`config.mk`:
```
export PLATFORM = sky130hd
export DESIGN_NAME = morse_character_keyer_unit
export DESIGN_NICKNAME = d
export VERILOG_FILES = /design/src/rtl/mck_pkg.sv /design/src/rtl/mck_csr_regs.sv /design/src/rtl/mck_segment_shifter.sv /design/src/rtl/morse_character_keyer_unit.sv
export SDC_FILE = /design/constraint.sdc
export NUM_CORES = 1
export LEC_CHECK = 0
export BUFFER_PORTS_ARGS = -buffer_cell sky130_fd_sc_hd__buf_2
export CAP_MARGIN = 10
export CORE_MARGIN = 3
export CORE_UTILIZATION = 39
export CTS_BUF_LIST = sky130_fd_sc_hd__clkbuf_16
export DETAILED_ROUTE_END_ITERATION = 8
export GPL_ROUTABILITY_DRIVEN = 0
export GPL_TIMING_DRIVEN = 0
export PLACE_DENSITY_LB_ADDON = 0.15
export SETUP_SLACK_MARGIN = 0.05
export SYNTH_ARGS = -nofsm -noshare
export SYNTH_HDL_FRONTEND = slang
export SYNTH_SLANG_ARGS = --single-unit
```
`constraint.sdc`:
```
create_clock -name clock -period 2.47 [get_ports clock]
set_input_delay 0.1235 -clock clock [delete_from_list [all_inputs] [get_ports clock]]
set_output_delay 0.1235 -clock clock [all_outputs]
set_load 0.02 [all_outputs]
```
`src/rtl/mck_pkg.sv`:
```
// Shared types, constants and the character table of the Morse keyer.
// Used by every module of the block; depends on nothing.
package mck_pkg;

   localparam int unsigned MAX_ELEMENTS_DEFAULT = 5;
   localparam int unsigned PAT_W = 5;                // table holds up to five elements
   localparam int unsigned LEN_W = 3;
   localparam int unsigned TABLE_DEPTH = 36;
   localparam int unsigned CSR_INDEX_W = 3;
   localparam int unsigned CSR_DATA_W = 16;

   // register indexes
   localparam logic [CSR_INDEX_W-1:0] CSR_DOT_MS         = 3'd0;
   localparam logic [CSR_INDEX_W-1:0] CSR_DASH_MS        = 3'd1;
   localparam logic [CSR_INDEX_W-1:0] CSR_ELEMENT_GAP_MS = 3'd2;
   localparam logic [CSR_INDEX_W-1:0] CSR_LETTER_GAP_MS  = 3'd3;
   localparam logic [CSR_INDEX_W-1:0] CSR_DOT_PERIOD_MS  = 3'd4;
   localparam logic [CSR_INDEX_W-1:0] CSR_DASH_PERIOD_MS = 3'd5;

   // register reset values
   localparam logic [15:0] DOT_MS_RESET         = 16'd200;
   localparam logic [15:0] DASH_MS_RESET        = 16'd600;
   localparam logic [15:0] ELEMENT_GAP_MS_RESET = 16'd400;
   localparam logic [15:0] LETTER_GAP_MS_RESET  = 16'd1500;
   localparam logic [7:0]  DOT_PERIOD_MS_RESET  = 8'd1;
   localparam logic [7:0]  DASH_PERIOD_MS_RESET = 8'd150;

   // character ranges
   localparam logic [7:0] CHAR_UPPER_FIRST = 8'd65;
   localparam logic [7:0] CHAR_UPPER_LAST  = 8'd90;
   localparam logic [7:0] CHAR_DIGIT_FIRST = 8'd48;
   localparam logic [7:0] CHAR_DIGIT_LAST  = 8'd57;
   localparam logic [7:0] DIGIT_OFFSET     = 8'd22;

   typedef enum logic [1:0] {
      KIND_DOT  = 2'd0,
      KIND_DASH = 2'd1,
      KIND_EGAP = 2'd2,
      KIND_LGAP = 2'd3
   } segment_kind_type;

   typedef struct packed {
      logic [7:0] char_code;
      logic       end_of_message;
   } req_type;

   typedef struct packed {
      segment_kind_type segment_kind;
      logic [15:0]      duration_ms;
      logic [7:0]       tone_period_ms;
      logic             last_of_char;
   } rsp_type;

   typedef struct packed {
      logic [15:0] dot_ms;
      logic [15:0] dash_ms;
      logic [15:0] element_gap_ms;
      logic [15:0] letter_gap_ms;
      logic [7:0]  dot_period_ms;
      logic [7:0]  dash_period_ms;
   } csr_type;

   // element count and pattern; bit 0 is sent first, 1 is a dash
   typedef struct packed {
      logic [LEN_W-1:0] len;
      logic [PAT_W-1:0] pat;
   } morse_entry_type;

   typedef struct packed {
      logic             mapped;
      logic [LEN_W-1:0] len;
      logic [PAT_W-1:0] pat;
   } morse_lookup_type;

   // A-Z at 0..25, digits 0-9 at 26..35
   localparam morse_entry_type MORSE_TABLE [TABLE_DEPTH] = '{
      8'b010_00010, 8'b100_00001, 8'b100_00101, 8'b011_00001, 8'b001_00000,
      8'b100_00100, 8'b011_00011, 8'b100_00000, 8'b010_00000, 8'b100_01110,
      8'b011_00101, 8'b100_00010, 8'b010_00011, 8'b010_00001, 8'b011_00111,
      8'b100_00110, 8'b100_01011, 8'b011_00010, 8'b011_00000, 8'b001_00001,
      8'b011_00100, 8'b100_01000, 8'b011_00110, 8'b100_01001, 8'b100_01101,
      8'b100_00011,
      8'b101_11111, 8'b101_11110, 8'b101_11100, 8'b101_11000, 8'b101_10000,
      8'b101_00000, 8'b101_00001, 8'b101_00011, 8'b101_00111, 8'b101_01111
   };

   function automatic morse_lookup_type morse_lookup(input logic [7:0] ch);
      morse_lookup_type res;
      logic [7:0]       diff;
      res  = '0;
      diff = 8'd0;
      if (ch >= CHAR_UPPER_FIRST && ch <= CHAR_UPPER_LAST) begin
         diff = ch - CHAR_UPPER_FIRST;
         res.mapped = 1'b1;
      end else if (ch >= CHAR_DIGIT_FIRST && ch <= CHAR_DIGIT_LAST) begin
         diff = ch - DIGIT_OFFSET;
         res.mapped = 1'b1;
      end
      if (res.mapped) begin
         res.len = MORSE_TABLE[diff[5:0]].len;
         res.pat = MORSE_TABLE[diff[5:0]].pat;
      end
      return res;
   endfunction

endpackage

```
`src/rtl/mck_csr_regs.sv`:
```
// Timing and tone register file of the Morse keyer.
// Depends on mck_pkg for register indexes, reset values and the csr_type bundle.
module mck_csr_regs (
   input  logic                             clock,
   input  logic                             reset,
   input  logic                             csr_valid,
   output logic                             csr_ready,
   input  logic [mck_pkg::CSR_INDEX_W-1:0] csr_index,
   input  logic [mck_pkg::CSR_DATA_W-1:0]  csr_wdata,
   output mck_pkg::csr_type                 regs
);

   mck_pkg::csr_type regs_ff;
   mck_pkg::csr_type regs_in;

   assign csr_ready = 1'b1;
   assign regs      = regs_ff;

   always_comb begin
      regs_in = regs_ff;
      if (csr_valid) begin
         case (csr_index)
            mck_pkg::CSR_DOT_MS:         regs_in.dot_ms         = csr_wdata;
            mck_pkg::CSR_DASH_MS:        regs_in.dash_ms        = csr_wdata;
            mck_pkg::CSR_ELEMENT_GAP_MS: regs_in.element_gap_ms = csr_wdata;
            mck_pkg::CSR_LETTER_GAP_MS:  regs_in.letter_gap_ms  = csr_wdata;
            mck_pkg::CSR_DOT_PERIOD_MS:  regs_in.dot_period_ms  = csr_wdata[7:0];
            mck_pkg::CSR_DASH_PERIOD_MS: regs_in.dash_period_ms = csr_wdata[7:0];
            default: ; // drop writes beyond the register list
         endcase
      end
   end

   always_ff @(posedge clock) begin
      if (reset) begin
         regs_ff.dot_ms         <= mck_pkg::DOT_MS_RESET;
         regs_ff.dash_ms        <= mck_pkg::DASH_MS_RESET;
         regs_ff.element_gap_ms <= mck_pkg::ELEMENT_GAP_MS_RESET;
         regs_ff.letter_gap_ms  <= mck_pkg::LETTER_GAP_MS_RESET;
         regs_ff.dot_period_ms  <= mck_pkg::DOT_PERIOD_MS_RESET;
         regs_ff.dash_period_ms <= mck_pkg::DASH_PERIOD_MS_RESET;
      end else begin
         regs_ff <= regs_in;
      end
   end

endmodule

```
`src/rtl/mck_segment_shifter.sv`:
```
// Element shift register and segment sequencer: one segment per cycle unless the output stalls.
// Depends on mck_pkg for the segment and register bundle types.
module mck_segment_shifter #(
   parameter int unsigned MaxElements = mck_pkg::MAX_ELEMENTS_DEFAULT
) (
   input  logic                          clock,
   input  logic                          reset,
   input  logic                          load_valid,
   output logic                          load_ready,
   input  logic [mck_pkg::LEN_W-1:0]     load_len,
   input  logic [mck_pkg::PAT_W-1:0]     load_pat,
   input  mck_pkg::csr_type              regs,
   output logic                          rsp_valid,
   input  logic                          rsp_ready,
   output mck_pkg::rsp_type              rsp_data
);

   localparam int unsigned CntW = $clog2(MaxElements + 1);

   typedef enum logic [1:0] {
      ST_IDLE,
      ST_TONE,
      ST_GAP,
      ST_LAST
   } state_type;

   state_type            state_ff, state_in;
   logic                 rsp_valid_ff, rsp_valid_in;
   mck_pkg::rsp_type     rsp_data_ff, rsp_data_in;
   logic [MaxElements-1:0] pat_ff, pat_in;
   logic [CntW-1:0]      cnt_ff, cnt_in;
   logic [CntW-1:0]      len_ext;
   logic [CntW-1:0]      len_clip;
   logic                 out_free;

   assign out_free   = !rsp_valid_ff || rsp_ready;
   assign load_ready = (state_ff == ST_IDLE);
   assign rsp_valid  = rsp_valid_ff;
   assign rsp_data   = rsp_data_ff;

   assign len_ext  = CntW'(load_len);
   assign len_clip = (len_ext > CntW'(MaxElements)) ? CntW'(MaxElements) : len_ext;

   always_comb begin
      state_in     = state_ff;
      rsp_valid_in = rsp_valid_ff && !rsp_ready;
      rsp_data_in  = rsp_data_ff;
      pat_in       = pat_ff;
      cnt_in       = cnt_ff;
      case (state_ff)
         ST_IDLE: begin
            if (load_valid) begin
               pat_in   = MaxElements'(load_pat);
               cnt_in   = len_clip;
               state_in = (len_clip == '0) ? ST_LAST : ST_TONE;
            end
         end
         ST_TONE: begin
            if (out_free) begin
               rsp_valid_in = 1'b1;
               if (pat_ff[0]) begin
                  rsp_data_in.segment_kind   = mck_pkg::KIND_DASH;
                  rsp_data_in.duration_ms    = regs.dash_ms;
                  rsp_data_in.tone_period_ms = regs.dash_period_ms;
               end else begin
                  rsp_data_in.segment_kind   = mck_pkg::KIND_DOT;
                  rsp_data_in.duration_ms    = regs.dot_ms;
                  rsp_data_in.tone_period_ms = regs.dot_period_ms;
               end
               rsp_data_in.last_of_char = 1'b0;
               state_in = ST_GAP;
            end
         end
         ST_GAP: begin
            if (out_free) begin
               rsp_valid_in                = 1'b1;
               rsp_data_in.segment_kind    = mck_pkg::KIND_EGAP;
               rsp_data_in.duration_ms     = regs.element_gap_ms;
               rsp_data_in.tone_period_ms  = 8'd0;
               rsp_data_in.last_of_char    = 1'b0;
               // advance to the next element
               pat_in   = pat_ff >> 1;
               cnt_in   = cnt_ff - 1'b1;
               state_in = (cnt_ff == CntW'(1)) ? ST_LAST : ST_TONE;
            end
         end
         ST_LAST: begin
            if (out_free) begin
               rsp_valid_in                = 1'b1;
               rsp_data_in.segment_kind    = mck_pkg::KIND_LGAP;
               rsp_data_in.duration_ms     = regs.letter_gap_ms;
               rsp_data_in.tone_period_ms  = 8'd0;
               rsp_data_in.last_of_char    = 1'b1;
               state_in = ST_IDLE;
            end
         end
         default: state_in = ST_IDLE;
      endcase
   end

   always_ff @(posedge clock) begin
      if (reset) begin
         state_ff     <= ST_IDLE;
         rsp_valid_ff <= 1'b0;
      end else begin
         state_ff     <= state_in;
         rsp_valid_ff <= rsp_valid_in;
      end
      rsp_data_ff <= rsp_data_in;
      pat_ff      <= pat_in;
      cnt_ff      <= cnt_in;
   end

endmodule

```
`src/rtl/morse_character_keyer_unit.sv`:
```
// Morse keyer top level: character lookup, message suppression, register file
// and segment sequencer. Depends on mck_pkg, mck_csr_regs, mck_segment_shifter.
// A taken request is loaded into the sequencer state and shift register; the first
// segment is then registered in the response register once the output is free.
// Segments follow at one per cycle while the output is not stalled; the next
// request is taken once the letter gap has been issued. Reset is synchronous:
// registers return to their default timings and suppression is cleared.
module morse_character_keyer_unit #(
   parameter int unsigned MaxElements = mck_pkg::MAX_ELEMENTS_DEFAULT
) (
   input  logic                             clock,
   input  logic                             reset,
   input  logic                             req_valid,
   output logic                             req_ready,
   input  mck_pkg::req_type                 req_data,
   output logic                             rsp_valid,
   input  logic                             rsp_ready,
   output mck_pkg::rsp_type                 rsp_data,
   input  logic                             csr_valid,
   output logic                             csr_ready,
   input  logic [mck_pkg::CSR_INDEX_W-1:0] csr_index,
   input  logic [mck_pkg::CSR_DATA_W-1:0]  csr_wdata
);

   mck_pkg::csr_type         regs;
   mck_pkg::morse_lookup_type lookup;
   logic                     suppressed_ff, suppressed_in;
   logic                     req_accept;
   logic                     start;

   assign lookup     = mck_pkg::morse_lookup(req_data.char_code);
   assign req_accept = req_valid && req_ready;
   assign start      = req_accept && !suppressed_ff && lookup.mapped;

   // an unmapped character silences the rest of the message
   always_comb begin
      suppressed_in = suppressed_ff;
      if (req_accept) begin
         if (req_data.end_of_message) begin
            suppressed_in = 1'b0;
         end else if (!lookup.mapped) begin
            suppressed_in = 1'b1;
         end
      end
   end

   always_ff @(posedge clock) begin
      if (reset) begin
         suppressed_ff <= 1'b0;
      end else begin
         suppressed_ff <= suppressed_in;
      end
   end

   mck_csr_regs u_csr_regs (
      .clock     (clock),
      .reset     (reset),
      .csr_valid (csr_valid),
      .csr_ready (csr_ready),
      .csr_index (csr_index),
      .csr_wdata (csr_wdata),
      .regs      (regs)
   );

   mck_segment_shifter #(
      .MaxElements (MaxElements)
   ) u_segment_shifter (
      .clock      (clock),
      .reset      (reset),
      .load_valid (start),
      .load_ready (req_ready),
      .load_len   (lookup.len),
      .load_pat   (lookup.pat),
      .regs       (regs),
      .rsp_valid  (rsp_valid),
      .rsp_ready  (rsp_ready),
      .rsp_data   (rsp_data)
   );

endmodule

```
# Word-level counts from Yosys, hierarchy flattened
# Memories as Yosys holds them, arrays and structs flattened.
# Index checks and enable logic that the tools add are counted.
[op_classes] add_sub_neg=3 n_lt_le_gt_ge=6 eq_ne=14 muxes=30 bitwise=1 n_reduce_logical=26
[ops] operator="27-bit two-way mux" count=3
[ops] operator="27-bit one-hot mux with 3 select lines" count=1
[ops] operator="25-bit two-way mux" count=1
[ops] operator="8-bit two-way mux" count=3
[ops] operator="2-bit AND reduction" count=7
[ops] operator="2-bit two-way mux" count=6
[ops] operator="6-bit two-way mux" count=2
[ops] operator="5-bit two-way mux" count=2
[ops] operator="5-bit one-hot mux with 2 select lines" count=1
[ops] operator="3-bit two-way mux" count=3
[ops] operator="8-bit by 6-bit greater-or-equal comparator with 1-bit output, second input constant" count=1
[ops] operator="8-bit by 7-bit greater-or-equal comparator with 1-bit output, second input constant" count=1
[ops] operator="8-bit by 6-bit <= comparator with 1-bit output, second input constant" count=1
[ops] operator="8-bit by 7-bit <= comparator with 1-bit output, second input constant" count=1
[ops] operator="2-bit by 1-bit inequality test with 1-bit output, second input constant" count=4
[ops] operator="2-bit one-hot mux with 4 select lines" count=1
[ops] operator="4-bit AND reduction" count=2
[ops] operator="7-bit greater-or-equal comparator, second input constant" count=1
[ops] operator="6-bit NOT with 7-bit output" count=1
[ops] operator="3-bit by 1-bit equality test with 1-bit output, second input constant" count=2
[ops] operator="3-bit by 2-bit equality test with 1-bit output, second input constant" count=2
[ops] operator="3-bit equality test, second input constant" count=2
[ops] operator="1-bit logical AND" count=6
[ops] operator="3-bit logical NOT" count=2
[ops] operator="16 further kinds" count=24
[word_totals] register_bits=119 rom_bits=512 input_bits=33 output_inout_bits=30 wordCells=96 memories=1
[mem_list] name="(name not given)" words=64 width=8 rd=1 rd_clocked_by_memory_dff=0 wr=0 line="mck_pkg.sv:101" text="res.pat = MORSE_TABLE[diff[5:0]].pat;"

# Depth between registers and ports, before layout
# Gate-level depths: netlist of run 1.
[logic_depth] word_depth=15 mapped_depth=13

# By module
# From an unflattened synthesis of run 1, not the netlist that was laid out.
[hier_totals] hier_cells=602 area_unflattened_um2=6361.1
[modules_own_cells] module="mck_csr_regs" n_inst=1 cells_per_inst=303 area_per_inst_um2=3241.9 seq_area_each_um2=1601.5
[modules_own_cells] module="mck_segment_shifter" n_inst=1 cells_per_inst=168 area_per_inst_um2=2047.0 seq_area_each_um2=1111.1
[modules_own_cells] module="morse_character_keyer_unit" n_inst=1 cells_per_inst=131 area_per_inst_um2=1072.3 seq_area_each_um2=20.0

# Least setup slack after synthesis of run 1
# No wires, ideal clock.
[synth_timing] kind="input to register" startpoint="input req_data[2] (netlist name)" endpoint="register u_segment_shifter.cnt_ff[1], data pin" setup_time_ps=270 arrival_ps=2437 required_time_ps=2200 setup_slack_ps=-237 cell_stages=11 path_cell_list="inv_1 ha_1 o21ba_2 o21ai_0 o32ai_1 ha_1 or4_1 o2111ai_1 o21ai_2 nand2_1 o22ai_1"
[synth_between] elab_chain_len=13 elab_cells_between_ends=21 cone_classes="add/sub: 2; order compare: 5; mux: 10; bitwise: 1; reduce/logical: 2; memory: 1"
[synth_lines] item="from (decl)" line="morse_character_keyer_unit.sv:15" text="input mck_pkg::req_type req_data,"
[synth_lines] item="8-bit by 6-bit greater-or-equal comparator with 1-bit output / 8-bit by 6-bit <= comparator with 1-bit output (equally long branches)" line="mck_pkg.sv:95" text="end else if (ch >= CHAR_DIGIT_FIRST && ch <= CHAR_DIGIT_LAST) begin"
[synth_lines] item="1-bit logical AND" line="mck_pkg.sv:95"
[synth_lines] item="6-bit two-way mux" line="mck_pkg.sv:95"
[synth_lines] item="6-bit two-way mux" line="mck_pkg.sv:92" text="if (ch >= CHAR_UPPER_FIRST && ch <= CHAR_UPPER_LAST) begin"
[synth_lines] item="6-bit NOT with 7-bit output (implied by the code)" line="mck_pkg.sv:100" text="res.len = MORSE_TABLE[diff[5:0]].len;"
[synth_lines] item="memory 64 x 8 bit"
[synth_lines] item="8-bit two-way mux (2 in a row)"
[synth_lines] item="8-bit two-way mux (*)" line="mck_pkg.sv:99" text="if (res.mapped) begin"
[synth_lines] item="3-bit greater-than comparator" line="mck_segment_shifter.sv:42" text="assign len_clip = (len_ext > CntW'(MaxElements)) ? CntW'(MaxElements) : len_ext;"
[synth_lines] item="3-bit two-way mux (*)" line="mck_segment_shifter.sv:42"
[synth_lines] item="3-bit two-way mux (*)" line="mck_segment_shifter.sv:52" text="if (load_valid) begin"
[synth_lines] item="3-bit one-hot mux with 2 select lines (*)" line="mck_segment_shifter.sv:50" text="case (state_ff)"
[synth_lines] item="net u_segment_shifter.cnt_in[1]" line="mck_segment_shifter.sv:31" text="logic [CntW-1:0] cnt_ff, cnt_in;"
[synth_lines] item="to (signal assigned)" line="mck_segment_shifter.sv:111" text="cnt_ff <= cnt_in;"
[synth_lines] item="to (decl)" line="mck_segment_shifter.sv:31"
# Mark *: on every way through the listed nets, which the timed path passes. The rest lies on a longest branch. The select of a mux whose other input is x is not followed.
# A chain may end at the register's enable or synchronous reset.

# Worst setup path in the final report of run 1
[layout_timing] startpoint="input req_data[1] (netlist name)" endpoint="register u_segment_shifter.cnt_ff[0], data pin"
# Same word-level chain as after synthesis.

==> results of run 1 <==
[cell type report]
| cell class | count | area (um2) | share of cell area |
|---|---|---|---|
| multi-input cells | 502 | 3043 | 0.4153 |
| flip-flops and latches | 119 | 2733 | 0.3730 |
| repair buffers | 79 | 483.0 | 0.06592 |
| clock buffers | 18 | 450.4 | 0.06148 |
| well taps | 184 | 230.2 | 0.03142 |
| plain buffers | 46 | 205.2 | 0.02801 |
| clock inverters | 14 | 131.4 | 0.01793 |
| inverters | 11 | 51.30 | 0.007001 |
[worst max-delay path by stage]
stage                                                    endpoint  slack, ns  depth (start not counted)
after floorplan             u_segment_shifter.cnt_ff[0]$_DFFE_PP_       0.05                         12
after global placement    u_segment_shifter.rsp_data[4]$_DFFE_PP_      -0.56                          3
after CTS                   u_segment_shifter.cnt_ff[0]$_DFFE_PP_      -0.04                         12
after detailed placement    u_segment_shifter.cnt_ff[0]$_DFFE_PP_      -0.55                         12
final                       u_segment_shifter.cnt_ff[0]$_DFFE_PP_       0.11                         12
after global routing        u_segment_shifter.cnt_ff[0]$_DFFE_PP_     -0.006                         12
[cells in the mapped netlist (7+ instances only)]
cell type | count | area [um2]
mux2i_1 | 26 | 260.3
a21oi_1 | 89 | 445.4
inv_1 | 11 | 41.29
nor2_1 | 25 | 93.84
clkbuf_1 | 31 | 116.4
edfxtp_1 | 35 | 1051
nor2b_1 | 21 | 131.4
a211oi_1 | 16 | 120.1
dfxtp_1 | 84 | 1682
nand3_1 | 7 | 35.03
ha_1 | 14 | 175.2
nand2_1 | 188 | 705.7
o21ai_0 | 8 | 40.04
nand3b_1 | 23 | 172.7
[worst min-delay path, cell delays in order]
cell     delay (ns)
buf_2          0.14
nand2_1        0.06
a21oi_1        0.05
[what timing repair did]
item / in CTS / in global routing
resized for setup: 3 / 26
pin swaps: 0 / 6
endpoints found under the hold margin: 32 / 0
endpoints found under the setup margin: 13 / 17
buffers inserted: 0 / 10
hold buffers: 10 / 0
[through the flow]
step,power [mW],cells,utilization,setup TNS [ns],hold WS [ns]
2_1_floorplan,2.724,678,-,0,0.2336
3_3_place_gp,2.980,921,0.4422,-20.69,0.3422
3_5_place_dp,2.997,921,0.4427,-7.667,0.3553
4_1_cts,5.423,963,0.4898,-0.04200,0.003037
5_1_grt,5.643,973,0.5003,-0.005766,0.01022
6_report,5.417,973,0.5003,0,0.01349
[registers in the layout, indices dropped and copies added (netlist names)]
signal / cells
u_csr_regs.regs: 80
u_segment_shifter.rsp_data: 27
suppressed_ff: 1
u_segment_shifter.cnt_ff: 3
u_segment_shifter.state_ff: 2
u_segment_shifter.pat_ff: 5
u_segment_shifter.rsp_valid: 1
[kinds of logic (layout without fill, tap and decap cells)]
group / after synthesis / after routing / synth area share
AOI/OAI and AO/OA: 164 / 164 / 0.1806
xor gates and xnor gates: 6 / 6 / 0.008959
adders and majority gates: 14 / 14 / 0.02986
buffers and inverters: 57 / 168 / 0.04159
DFF: 119 / 119 / 0.4658
muxes: 28 / 28 / 0.04884
other: 1 / 1 / 0.0006392
and+or+nand+nor: 289 / 289 / 0.2237
[metal layers]
layer / share of wire / routed length, um / track usage / up-vias
li1: - / - / - / 2554
met1: 0.45 / 7552 / 0.2684 / 2468
met2: 0.49 / 8085 / 0.3284 / 160
met3: 0.046 / 767 / 0.03778 / 20
met4: 0.013 / 215 / 0.06980 / 0
met5: 0 / 0 / 0 / -
[where the power goes]
part | total (mW) | switching [mW] | internal (mW) | leakage [nW]
Combinational | 0.804 | 0.524 | 0.280 | 1.44
Clock | 2.42 | 0.890 | 1.53 | 0.289
Sequential | 2.19 | 0.0396 | 2.15 | 1.01
==> flow_summary.ini, run 1 <==
[synthesis]
yosys_warnings = 0
synth_seq_cells = 119
async_flop_share = 0
synth-main-ff-cell = dfxtp_1
synth_fp_nets = 725
syn_avg_cell_area_um2 = 8.653
netlist_instances = 678
ys_types = 66
seq_area_frac_synth = 0.4658
syn-cell-area_um2 = 5867
synth_edf_count = 35

[floorplanning]
coreArea_um2 = 14640
die_area_um2 = 16550
die_w_um = 128.7
num_rows = 44
die_h_um = 128.7
start_util = 0.4006
boundaryPins = 63

[worst_setup_path]
cp.required_ns = 2.63
critPathLaunchType = primary input
crit_family = compound AO/OA/AOI/OAI gates
rr_startpoint = u_segment_shifter.pat_ff[0]$_DFFE_PP_
r2r_slack_ns = 0.25
critPathMaxFanout = 6
max_stage_delay_ns = 0.38
path_cells = buf_4 -> inv_4 -> ha_1 -> and3b_2 -> or3_1 -> buf_6 -> nand2_1 -> o22a_1 -> o2111ai_2 -> o21ai_2 -> o21ai_1 -> mux2_4
r2r-end = u_segment_shifter.rsp_data[6]$_DFFE_PP_
r2r_cells = 4
critical_path_class = in -> reg
cp.arrival_ns = 2.52
cp_num_buf_inv = 3
critPathSlowestCell = or3_1
cp-startpoint = req_data[1]
end_kind = register

[finish]
layout_common_cells = nand2_1 (188), a21oi_1 (88), dfxtp_1 (84)
fillers = 1390
nets = 823
final_common_cell = nand2_1
diodes = 0
stdcell_area_um2 = 7327
area_delta_synth_final_pct = 24.89
drive_gt1_frac = 0.1825

[cts]
cts_root_buf = clkbuf_16
clkTransAtPathRegs_ns = 0.06
htreeDepth = 4
cts.sinks = 119
clock_latency_ns = 0.42
cts_inserted_buffers = 17
cts_tree = built
clockBufferDepth = 2

[timing]
maxSlewViolCount = 0
max_freq_mhz = 424.0
finalCriticalPeriod_ns = 2.358
setup_violations = 0
worst_slack_ns = 0.1117
clock_skew_ns = 0.007607
worstMarginPinSlew_ns = 0.8871
rsz0062_at_grt = yes
finalHoldViolations = 0
slew_headroom = 0.4072
min_period_over_period = 0.9548

[global_routing]
grt_pass1_vias = 4981
grt_pass1_wl_um = 26010
grt_start_max_net_pins = 28
antenna_found_initial = 0
grt_usage = 0.2013
overflow = 0

[min_path]
hp-class = in -> reg
worstHoldStart = csr_wdata[1]
holdPathEnd = u_csr_regs.regs[9]$_SDFFE_PP0P_
whs_path_depth = 3

[status]
status = finished clean

[route]
detail-route-antenna-nets = 0
vias = 5202
firstDrtPassIters = 5
drc = 0
drt-total-wl_um = 16620
vias_per_cell = 5.346
drtIter0Drc = 403
wl_per_cell_um = 17.08

[power_and_ir_drop]
cellPowerDensity_nw_per_um2 = 739.3
leakage_nw = 2.734
irDropWorstVdd_v = 0.0005238

[place]
portBuffers = 59
dpl-instance-area_um2 = 6482
dp_hpwl_um = 11510
pre_cts_slack_ns = -0.5488

[run]
max_cap_violations = 0
No activity file was read; power rests on OpenSTA's default activity.
==> inputs of run 2 (changes only) <==
- PLACE_DENSITY: default -> 0.61
- PLACE_DENSITY_LB_ADDON: 0.15 -> default
==> run 2 against run 1 <==
Non-clock buffer count decreased by 4. Clock skew decreased by 0.0017 ns. Cell area increased by 0.10%. Sequential cell count unchanged. Clock power increased by 4%. Clock-buffer cell count increased by 1. Global-route usage increased by 0.29 points. Critical endpoint unchanged. Sequential power about the same. Via count increased by 2.5%. Largest cell class unchanged.
==> flow_summary.ini, run 2 (synthesized netlist as in run 1, its figures left out) <==
[route]
vias_per_cell = 5.502
firstDrtPassIters = 5
wl_per_cell_um = 17.32
drt-total-wl_um = 16780
vias = 5331
detail-route-antenna-nets = 0
drc = 0
drtIter0Drc = 507

[finish]
area_delta_synth_final_pct = 25.02
diodes = 0
layout_common_cells = nand2_1 (188), a21oi_1 (88), dfxtp_1 (84)
nets = 819
final_common_cell = nand2_1
drive_gt1_frac = 0.1758
largest_reg_flops = 80

[worst_setup_path]
end_kind = register
cp.arrival_ns = 2.56
rr_startpoint = u_segment_shifter.pat_ff[0]$_DFFE_PP_
path_cells = clkbuf_4 -> inv_2 -> ha_1 -> and3b_1 -> nor3_2 -> o32ai_4 -> inv_2 -> ha_1 -> mux2i_1 -> a41oi_1 -> o21ai_2 -> o21ai_1 -> mux2_4
r2r-end = u_segment_shifter.rsp_data[4]$_DFFE_PP_
critPathLaunchType = primary input
critical_path_class = in -> reg
cp.required_ns = 2.64
critPathMaxFanout = 5
crit_family = compound AO/OA/AOI/OAI gates
r2r_cells = 4
r2r_slack_ns = 0.26
critPathSlowestCell = o32ai_4
cp_num_buf_inv = 3
max_stage_delay_ns = 0.45

[cts]
cts_root_buf = clkbuf_16
clock_latency_ns = 0.42
clockBufferDepth = 2
cts_tree = built
cts_inserted_buffers = 17
htreeDepth = 4
clkTransAtPathRegs_ns = 0.05
cts.sinks = 119

[timing]
setup_violations = 0
slew_headroom = 0.3796
min_period_over_period = 0.9676
clock_skew_ns = 0.005919
whs_ns = 0.01516
fin_tns_setup_ns = 0
finalCriticalPeriod_ns = 2.390
rsz0062_at_grt = yes
maxSlewViolCount = 0
worstMarginPinSlew_ns = 0.9306
max_freq_mhz = 418.4
finalHoldViolations = 0
worst_slack_ns = 0.08001

[min_path]
worstHoldStart = csr_wdata[3]
holdPathEnd = u_csr_regs.regs[35]$_SDFFE_PP0P_
hp-class = in -> reg
whs_path_depth = 3

[power_and_ir_drop]
cellPowerDensity_nw_per_um2 = 752.7
irDropWorstVdd_v = 0.0005691
leakage_nw = 2.729

[floorplanning]
die_h_um = 128.7
die_area_um2 = 16550
start_util = 0.4006
num_rows = 44
coreArea_um2 = 14640
boundaryPins = 63
die_w_um = 128.7

[run]
max_cap_violations = 0

[global_routing]
antenna_found_initial = 0
grt_usage = 0.2042
grt_pass1_wl_um = 26210
grt_start_max_net_pins = 28
grt_pass1_vias = 5090
overflow = 0

[place]
dp_hpwl_um = 11510
portBuffers = 59
pre_cts_slack_ns = -0.5111

[status]
status = finished clean
-- run 2: changes by cell type in the layout (fill, tap and decap cells not counted), moves of 2 or more --
cell | before | now
a21boi_1 | 1 | 3
ha_4 | 2 | 4
buf_4 | 13 | 11
inv_6 | 2 | 0
ha_2 | 2 | 0
inv_2 | 0 | 3
clkbuf_4 | 0 | 2
clkinv_2 | 3 | 5
inv_4 | 4 | 0
buf_2 | 62 | 59
-- run 2: worst min-delay path, delay by kind of cell --
| family | cells | cell delay [ns] |
|---|---|---|
| buf+inv | 1 | 0.15 |
| compound gates | 1 | 0.05 |
| simple gates | 1 | 0.06 |
-- run 2: how the worst max path moves through the flow --
| stage | startpoint | endpoint | slack, ns | cells past startpoint |
|---|---|---|---|---|
| 6_report | req_data[1] | u_segment_shifter.cnt_ff[0]$_DFFE_PP_ | 0.08 | 13 |
| 5_1_grt | req_data[1] | u_segment_shifter.cnt_ff[0]$_DFFE_PP_ | 0.05 | 12 |
| 4_1_cts | req_data[2] | u_segment_shifter.cnt_ff[0]$_DFFE_PP_ | -0.01 | 12 |
| 3_5_place_dp | req_data[2] | u_segment_shifter.cnt_ff[0]$_DFFE_PP_ | -0.51 | 13 |
| 3_3_place_gp | u_segment_shifter.state_ff[0]$_SDFFE_PP0P_ | u_segment_shifter.rsp_data[13]$_DFFE_PP_ | -0.48 | 3 |
| 2_1_floorplan | req_data[1] | u_segment_shifter.cnt_ff[0]$_DFFE_PP_ | 0.05 | 12 |
-- run 2: through the flow --
stage | instances | cell area [um2] | utilization | power, mW
floorplan | 678 | 5949 | - | 2.724
global placement | 921 | 6475 | 0.4422 | 2.978
detailed placement | 921 | 6482 | 0.4427 | 2.997
CTS | 963 | 7201 | 0.4917 | 5.526
global route | 969 | 7335 | 0.5009 | 5.708
finish | 969 | 7335 | 0.5009 | 5.521
-- run 2: cell type report --
class | count | area [um2]
flip-flops and latches | 119 | 2733
fillers | 1393 | 7310
multi-input cells | 502 | 3055
plain buffers | 46 | 212.7
inverters | 11 | 45.04
repair buffers | 75 | 449.2
well taps | 184 | 230.2
clock buffers | 19 | 475.5
clock inverters | 13 | 133.9
-- run 2: layer usage --
layer	routed length (um)	up-vias	GRT usage
li1	-	2547	-
met1	7123	2561	0.2624
met2	8148	202	0.3372
met3	1218	21	0.04110
met4	290	0	0.08215
met5	0	-	0
-- run 2: power breakdown --
part	switching (mW)	internal, mW
registers	0.0426	2.16
clock network	0.849	1.68
logic	0.522	0.276
total	1.41	4.11
-- run 2: repair_timing --
item	in CTS	in global routing
gates resized for setup	3	26
endpoints found under the hold margin	33	0
endpoints found under the setup margin	11	17
hold buffers	10	0
pin swaps	0	6
setup buffers	0	6
gates cloned	0	0
